### src/hdl/knc_pkg.sv
// knc_pkg: shared constants, code values and controller/datapath structs
// for the k-means nearest-centroid block. No dependencies.

package knc_pkg;

  // default sizes, handed to the top level parameters
  localparam int DEF_MAX_CLUSTERS = 16;
  localparam int DEF_MAX_FEATURES = 32;
  localparam int DEF_VALUE_BITS   = 16;

  // fixed field widths
  localparam int MODE_BITS      = 2;
  localparam int CINDEX_BITS    = 4;
  localparam int FINDEX_BITS    = 5;
  localparam int CC_BITS        = 5;
  localparam int FC_BITS        = 6;
  localparam int DIST_BITS      = 31;
  localparam int CFG_INDEX_BITS = 2;
  localparam int CFG_DATA_BITS  = 8;

  localparam logic [DIST_BITS-1:0] INITIAL_BOUND = 31'h4000_0000;

  typedef logic [MODE_BITS-1:0] mode_t;
  localparam mode_t MODE_COORD   = 2'd0;
  localparam mode_t MODE_ID      = 2'd1;
  localparam mode_t MODE_FEATURE = 2'd2;

  typedef logic [CFG_INDEX_BITS-1:0] reg_index_t;
  localparam reg_index_t REG_CLUSTER_COUNT = 2'd0;
  localparam reg_index_t REG_FEATURE_COUNT = 2'd1;

  // controller -> datapath
  typedef struct packed {
    logic in_ready;       // request channel may be taken this cycle
    logic k_clear;        // restart the centroid counter
    logic issue;          // start one subtract-square-add for centroid k
    logic step_features;  // one feature done, advance or close the point
    logic scan_start;     // reset running minimum, restart counter
    logic compare;        // compare centroid k against running minimum
    logic emit;           // move the answer to the output register
  } knc_cmd_t;

  // datapath -> controller
  typedef struct packed {
    logic in_valid;
    logic in_feature;     // pending request carries a point feature
    logic k_end;          // counter reached the active centroid count
    logic pipe_busy;
    logic last_feature;   // current feature completes the point
    logic out_full;       // output register cannot take a new result
  } knc_stat_t;

endpackage

### src/hdl/knc_ctrl.sv
// knc_ctrl: sequencer for load requests, per-feature accumulation,
// minimum scan and result hand-off. Depends on knc_pkg.

module knc_ctrl
  import knc_pkg::*;
(
  input  logic      clk,
  input  logic      rst,
  input  knc_stat_t stat,
  output knc_cmd_t  cmd
);

  typedef enum logic [4:0] {
    S_IDLE  = 5'b00001,
    S_ACCUM = 5'b00010,
    S_DRAIN = 5'b00100,
    S_SCAN  = 5'b01000,
    S_EMIT  = 5'b10000
  } state_t;

  state_t state, state_next;

  always_ff @(posedge clk) begin
    if (rst) begin
      state <= S_IDLE;
    end else begin
      state <= state_next;
    end
  end

  always_comb begin
    state_next = state;
    cmd        = '0;
    case (state)
      S_IDLE: begin
        cmd.in_ready = 1'b1;
        if (stat.in_valid && stat.in_feature) begin
          cmd.k_clear = 1'b1;
          state_next  = S_ACCUM;
        end
      end
      S_ACCUM: begin
        if (stat.k_end) begin
          state_next = S_DRAIN;
        end else begin
          cmd.issue = 1'b1;
        end
      end
      S_DRAIN: begin
        if (!stat.pipe_busy) begin
          cmd.step_features = 1'b1;
          if (stat.last_feature) begin
            cmd.scan_start = 1'b1;
            state_next     = S_SCAN;
          end else begin
            state_next = S_IDLE;
          end
        end
      end
      S_SCAN: begin
        if (stat.k_end) begin
          state_next = S_EMIT;
        end else begin
          cmd.compare = 1'b1;
        end
      end
      S_EMIT: begin
        if (!stat.out_full) begin
          cmd.emit   = 1'b1;
          state_next = S_IDLE;
        end
      end
      default: begin
        state_next = S_IDLE;
      end
    endcase
  end

endmodule

### config.mk
export PLATFORM = sky130hd
export DESIGN_NAME = knc_ctrl
export DESIGN_NICKNAME = d
export VERILOG_FILES = /design/src/hdl/knc_pkg.sv /design/src/hdl/knc_ctrl.sv
export SDC_FILE = /design/constraint.sdc
export NUM_CORES = 1
export LEC_CHECK = 0
export BUFFER_PORTS_ARGS = -buffer_cell sky130_fd_sc_hd__buf_2
export CELL_PAD_IN_SITES_DETAIL_PLACEMENT = 1
export CELL_PAD_IN_SITES_GLOBAL_PLACEMENT = 1
export CORE_MARGIN = 2
export CORE_UTILIZATION = 25
export CTS_BUF_LIST = sky130_fd_sc_hd__clkbuf_8 sky130_fd_sc_hd__clkbuf_16
export DETAILED_ROUTE_END_ITERATION = 6
export PLACE_DENSITY = 0.61
export SETUP_SLACK_MARGIN = 0.15
export SLEW_MARGIN = 20
export SYNTH_ARGS = -nofsm -noshare
export SYNTH_HDL_FRONTEND = slang
export SYNTH_SLANG_ARGS = --single-unit
### constraint.sdc
create_clock -name clk -period 2 [get_ports clk]
set_input_delay 0.4 -clock clk [delete_from_list [all_inputs] [get_ports clk]]
set_output_delay 0.4 -clock clk [all_outputs]
set_load 0.02 [all_outputs]
## After elaboration in Yosys (flattened, before gate mapping)

Index checks and enable logic that the tools add are counted.

| word-level totals | value |
|---|---|
| register bits after elaboration | 5 |
| input bits | 8 |
| output and inout port bits | 7 |
| word-level logic and storage cells | 30 |

| cells by class | value |
|---|---|
| equal/unequal tests | 10 |
| multiplexer cells | 17 |
| reductions and logical operators | 2 |

Operators with widths:

| operator | count |
|---|---|
| 5-bit two-way mux | 5 |
| 5-bit case mux with 5 select lines | 1 |
| 2-bit != test (second input constant) | 5 |
| 1-bit two-way mux | 7 |
| 2-bit two-way mux | 3 |
| 5-bit by 1-bit == test with 1-bit output (second input constant) | 1 |
| 5-bit by 2-bit == test with 1-bit output (second input constant) | 1 |
| 5-bit by 3-bit == test with 1-bit output (second input constant) | 1 |
| 5-bit by 4-bit == test with 1-bit output (second input constant) | 1 |
| 5-bit == test (second input constant) | 1 |
| 5-bit AND reduction | 1 |
| 4-bit two-way mux | 1 |
| 1-bit logical AND | 1 |

## Longest topological paths before layout

Gate-level depths: netlist of run 1.

| depth | value |
|---|---|
| depth in word-level cells | 3 |
| depth in mapped cells | 5 |

## Least setup slack after synthesis of run 1

No wires, ideal clock.

| timing path | value |
|---|---|
| path type | reg2out |
| from | register state[4] |
| to | output port cmd[2] in the netlist's numbering |
| data arrival time | 1823 ps |
| required time | 1600 ps |
| path slack | -223 ps |
| cell stages (with the launch flop) | 4 |
| buffers on the path | 0 |
| path through | dfxtp_1 -> or3_4 -> nor4_1 -> and2_1 |

RTL lines:

| item | line | source |
|---|---|---|
| start: declaration | knc_ctrl.sv:21 | `state_t state, state_next;` |
| start signal: assignment | knc_ctrl.sv:27 | `state <= state_next;` |
| end: declaration | knc_ctrl.sv:10 | `output knc_cmd_t cmd` |

==> results of run 1 <==
[cell usage after synthesis, drive strengths merged]
cell / number / share of area
or4b: 1 / 0.041
a2111oi: 1 / 0.026
a211oi: 1 / 0.023
clkbuf: 2 / 0.023
a31oi: 1 / 0.019
and3: 1 / 0.019
nor4: 3 / 0.057
o211ai: 2 / 0.045
nand3: 3 / 0.045
o21ai: 1 / 0.015
dfxtp: 5 / 0.30
inv: 4 / 0.045
nor2: 4 / 0.045
nand3b: 3 / 0.068
nand2: 2 / 0.023
or3: 1 / 0.034
nor3: 2 / 0.030
a21oi: 5 / 0.075
nor4b: 1 / 0.026
and2: 1 / 0.019
nand2b: 1 / 0.019
[cell type report]
type	count	area (um^2)	area share
multi-input cells	34	246	0.437
repair buffers	21	138	0.244
flip-flops and latches	5	101	0.180
clock buffers	3	41.3	0.0732
well taps	15	18.8	0.0333
inverters	4	15.0	0.0266
clock inverters	1	3.75	0.00665
[through the flow]
| step | hold WS (ps) | std cells | setup WS (ps) | instance area, um^2 | util |
|---|---|---|---|---|---|
| after floorplan | 469 | 45 | 32.2 | 344 | - |
| after global placement | 544 | 76 | 186 | 455 | 0.359 |
| after detailed placement | 543 | 76 | 161 | 455 | 0.359 |
| after CTS | 445 | 83 | -8.09 | 546 | 0.430 |
| after global routing | 455 | 83 | 2.29 | 564 | 0.445 |
| final | 447 | 83 | 33.3 | 564 | 0.445 |
[power groups by stage]
stage | Combinational [W] | Clock, W | Sequential (W)
after floorplan | 0.0000367 | 0 | 0.000109
after global placement | 0.0000576 | 0 | 0.000111
after detailed placement | 0.0000577 | 0 | 0.000112
after CTS | 0.0000693 | 0.000184 | 0.000109
after global routing | 0.0000806 | 0.000190 | 0.000110
final | 0.0000727 | 0.000178 | 0.000110
[kinds of logic (layout without fill, tap and decap cells)]
family / count (synthesis) / count (layout) / share of synthesized area
and+or+nand+nor: 23 / 23 / 0.426
AOI/OAI and AO/OA: 11 / 11 / 0.204
buffers and inverters: 6 / 29 / 0.0679
DFF: 5 / 5 / 0.302
[timing repair]
item,4_1_cts,5_1_grt
gates resized for setup,7,4
setup buffers,3,0
pin swaps,3,3
hold buffers,0,0
endpoints found under the setup margin,2,5
[layer usage]
layer  wire (um)  part of all wire  GRT usage  vias to the layer above
li1            -                 -          -                      214
met1         517              0.47      0.205                      176
met2         553              0.50      0.282                        6
met3          33             0.030     0.0333                        2
met4           5            0.0045      0.100                        0
met5           0                 0          0                        -
[how the worst min path moves through the flow]
stage	to	depth (start not counted)
final	state[1]	2
after global routing	state[1]	2
after CTS	state[3]	2
after detailed placement	state[2]	2
after global placement	state[2]	2
after floorplan	state[1]	1
==> summary.txt, run 1 <==
Status
  – Outcome: finished, final reports clean

Floorplan
  – Die W: 40.4 um
  – Ports: 15
  – Starting Density: 0.261
  – Rows: 13
  – Chip height: 40.4 um
  – Core ar.: 0.00127 mm^2
  – Die Footprint: 0.00163 mm^2

Power
  – VDD IR-drop max: 0.389 mV
  – Sw Ratio: 0.251
  – Pleak: 0.246 nW
  – PwrDens: 638 mW/mm^2
  – Clock Power Share: 0.494
  – Pwr Total: 0.000360 W
  – Pint: 0.000270 W
  – NetSw: 0.0000903 W
  – Sequential Power Share: 0.305
  – Combinational share of power: 0.202

Setup path
  – Critical Path End: cmd[4]
  – CP arrival: 1570 ps
  – CP startpoint: state[4]
  – CP max FO: 2
  – Req. time, crit path: 1600 ps
  – Critical path type: register to output port
  – Slowest CP cell: or4b_4
  – Slowest stage delay, CP: 490 ps
  – Crit path max-delay family: simple AND/OR/NAND/NOR gates
  – Buf/Inv on CP: 2
  – R2R cell count: 5
  – Reg2reg end: state[2]
  – Reg2reg setup slack: 410 ps
  – Number of cells on the critical path: 4
  – Worst r2r src: state[4]
  – Critical Path End Type: output port
  – Critical path cell sequence: or3_4 -> or4b_4 -> inv_2 -> buf_6
  – Worst setup SP type: register

Placed design
  – I/O Buffers: 14
  – RePlAce Congestion: 0.822
  – HPWL Detailed: 809 um

Timing
  – Pins Over Slew Limit: 0
  – Worst Clk Skew: 2.31 ps
  – Min Tclk post-route: 1970 ps
  – Slew Limit Headroom: 0.709
  – Final setup fails: 0
  – Final worst path period share: 0.983
  – Final Hold Vio Count: 0
  – RSZ-0062 raised after global routing: true
  – Setup_tns: 0 ps
  – Worst-margin pin slew: 425 ps
  – Highest clock rate: 508 MHz

Final layout
  – Leading cell type in the layout, fill and taps excluded: buf_2
  – Area grow syn2layout: 70.2%
  – Commonest non-fill, non-tap cells in the layout: buf_2 (11), buf_4 (8), a21oi_1 (5)
  – Layout cell share with drive strength beyond 1: 0.471
  – # diodes: 0
  – Top reg by flops: state
  – Fillcell total: 166
  – # nets final: 77
  – Largest register FFs: 5
  – Biggest regs: state: 5 flops

Detailed routing
  – Via count: 398
  – Pre-antenna DRT Iters: 2
  – DRC errors left: 0
  – Initial DRC Count: 5
  – Post-route ant nets: 0
  – DR vias/cell: 4.80
  – Wire per inst: 13.4 um
  – Drt total wl: 1110 um

Global route
  – Gr ovfl total: 0
  – Vias in the first global route: 394
  – Initial antenna violation count: 0
  – First-pass GRT wire length: 1750 um
  – Largest net degree at the start of global routing: 8
  – Total GRT Usage: 0.172

CTS
  – Latest clock arrival within the worst-skew pair: 220 ps
  – Clock-pin slew of the registers on the worst-case setup and hold paths: 40 ps
  – Htree depth: 1
  – Num Clock Sinks: 5
  – Clk root buf: clkbuf_8
  – Clock Path Buffers: 2
  – CTS tree: built
  – CTS Buf Count: 3

Synthesis
  – Seq/Total Area, Yosys: 0.302
  – Synthesized area: 332 um^2
  – Synth warnings: 0
  – Mapped Nets: 53
  – Avg Cell Area, Syn: 7.37 um^2
  – Mapped Cells: 45
  – Cell variety after synth: 21
  – Synthesized flop and latch total: 5

Worst hold path
  – Hold Crit Start: rst
  – Worst Hold Class: primary input to register

Job
  – # Max-Cap Violations: 0
No activity file was read; power rests on OpenSTA's default activity.
==> inputs of run 2 (changes only) <==
Settings changed: PLACE_DENSITY 0.61 to 0.65.
==> summary.txt, run 2 (synthesis results as in run 1) <==
Timing
  – Pins Over Slew Limit: 0 (unchanged)
  – Final Hold Vio Count: 0 (unchanged)
  – Worst-margin pin slew: 351 ps (was 425 ps)
  – Final worst setup slack: 7.06 ps (was 33.3 ps)
  – Slew Limit Headroom: 0.760 (was 0.709)
  – Final worst path period share: 0.996 (was 0.983)
  – RSZ-0062 raised after global routing: true (unchanged)
  – Final setup fails: 0 (unchanged)
  – Highest clock rate: 502 MHz (was 508 MHz)
  – Min Tclk post-route: 1990 ps (was 1970 ps)
  – Worst Clk Skew: 1.60 ps (was 2.31 ps)

Setup path
  – Req. time, crit path: 1600 ps (about the same)
  – Worst setup SP type: register (unchanged)
  – R2R cell count: 4 (was 5)
  – Critical path cell sequence: or3_4 -> or4b_4 -> inv_2 -> buf_6 (unchanged)
  – Critical Path End Type: output port (unchanged)
  – Crit path max-delay family: simple AND/OR/NAND/NOR gates (unchanged)
  – CP max FO: 3 (was 2)
  – CP arrival: 1590 ps (was 1570 ps)
  – Slowest stage delay, CP: 510 ps (was 490 ps)
  – Critical path type: register to output port (unchanged)
  – Number of cells on the critical path: 4 (unchanged)
  – Buf/Inv on CP: 2 (unchanged)
  – Slowest CP cell: or4b_4 (unchanged)

Final layout
  – Layout cell share with drive strength beyond 1: 0.478 (was 0.471)
  – # diodes: 0 (unchanged)
  – Commonest non-fill, non-tap cells in the layout: buf_2 (11), buf_4 (9), a21oi_1 (5), inv_1 (4), nor2_1 (4) (was buf_2 (11), buf_4 (8), a21oi_1 (5))
  – Non-Filler Instances: 84 (was 83)
  – Leading cell type in the layout, fill and taps excluded: buf_2 (unchanged)
  – # nets final: 78 (was 77)
  – Biggest regs: state: 5 flops (unchanged)
  – Area grow syn2layout: 70.2% (unchanged)
  – Largest register FFs: 5 (unchanged)
  – Fillcell total: 163 (was 166)
  – Top reg by flops: state (unchanged)

Worst hold path
  – Hold Path Depth: 2 (unchanged)
  – Worst Hold Class: primary input to register (unchanged)

Detailed routing
  – Initial DRC Count: 4 (was 5)
  – Via count: 440 (was 398)
  – Wire per inst: 14.7 um (was 13.4 um)
  – M1 WL: 578 um (was 517 um)
  – Met3 wire length: 57 um (was 33 um)
  – DR vias/cell: 5.24 (was 4.80)
  – Pre-antenna DRT Iters: 4 (was 2)
  – Post-route ant nets: 0 (unchanged)
  – Drt total wl: 1240 um (was 1110 um)
  – DRC errors left: 0 (unchanged)
  – Highest metal layer with signal wires: met3 (was met4)
  – Metal2 WL: 601 um (was 553 um)

Power
  – PwrDens: 629 mW/mm^2 (was 638 mW/mm^2)
  – Pleak: 0.248 nW (was 0.246 nW)
  – VDD IR-drop max: 0.465 mV (was 0.389 mV)

Status
  – Outcome: finished, final reports clean (unchanged)

CTS
  – CTS tree: built (unchanged)
  – Hold buffers post-CTS: 0 (unchanged)
  – Num Clock Sinks: 5 (unchanged)
  – Clock Path Buffers: 2 (unchanged)
  – Clk root buf: clkbuf_8 (unchanged)
  – CTS Buf Count: 3 (unchanged)
  – Htree depth: 1 (unchanged)
  – Clock-pin slew of the registers on the worst-case setup and hold paths: 30 ps (was 40 ps)
  – Latest clock arrival within the worst-skew pair: 220 ps (about the same)

Floorplan
  – Rows: 13 (unchanged)
  – Chip height: 40.4 um (unchanged)
  – Ports: 15 (unchanged)
  – Die W: 40.4 um (unchanged)
  – Starting Density: 0.261 (unchanged)
  – Die Footprint: 0.00163 mm^2 (unchanged)
  – Core ar.: 0.00127 mm^2 (unchanged)

Global route
  – First-pass GRT wire length: 1840 um (was 1750 um)
  – Vias in the first global route: 388 (was 394)
  – Initial antenna violation count: 0 (unchanged)
  – Largest net degree at the start of global routing: 10 (was 8)
  – Total GRT Usage: 0.183 (was 0.172)
  – Gr ovfl total: 0 (unchanged)

Placed design
  – HPWL Detailed: 814 um (was 809 um)
  – I/O Buffers: 14 (unchanged)
  – Post-place setup slack: 118 ps (was 161 ps)
  – RePlAce Congestion: 0.785 (was 0.822)
  – Cells after DPL: 75 (was 76)

Job
  – # Max-Cap Violations: 0 (unchanged)
run 2: path summary, 6_finish.rpt:
kind,slack [ps],startpoint,endpoint
max reg2reg,510,state[3],state[2]
max,7,state[3],cmd[4]
min reg2reg,540,state[1],state[2]
min,440,rst,state[1]
run 2: what timing repair did:
action | CTS | global route
gates resized for setup | 10 | 1
buffers inserted | 2 | 3
endpoints found under the setup margin | 3 | 4
pin swaps | 2 | 1
run 2: power breakdown:
part	internal (W)	leakage [nW]	total, W	switching (W)
Combinational	0.0000318	0.180	0.0000715	0.0000396
Sequential	0.000103	0.0411	0.000107	0.00000324
Clock	0.000131	0.0269	0.000177	0.0000457
Total	0.000267	0.248	0.000355	0.0000886
run 2: cell type report:
cell class | instances | area [um^2] | area share
Multi-Input combinational cell | 34 | 235 | 0.417
Timing Repair Buffer | 22 | 145 | 0.257
Sequential cell | 5 | 105 | 0.186
Clock buffer | 3 | 41.3 | 0.0732
Tap cell | 15 | 18.8 | 0.0333
Inverter | 4 | 15.0 | 0.0266
Clock inverter | 1 | 3.75 | 0.00665
run 2: metrics by stage:
step                      total power [W]  hold WS [ps]  TNS [ps]  instance area, um^2  utilization
after floorplan                  0.000146           469         0                  344            -
after global placement           0.000168           520         0                  448        0.353
after detailed placement         0.000169           532         0                  448        0.353
after CTS                        0.000357           429     -29.1                  537        0.423
after global routing             0.000376           446     -19.6                  564        0.445
final                            0.000355           436         0                  564        0.445
run 2: layer usage:
| layer | vias up | GRT usage |
|---|---|---|
| li1 | 215 | - |
| met1 | 214 | 0.233 |
| met5 | - | 0 |
| met4 | 0 | 0.0250 |
| met2 | 11 | 0.286 |
| met3 | 0 | 0.0833 |
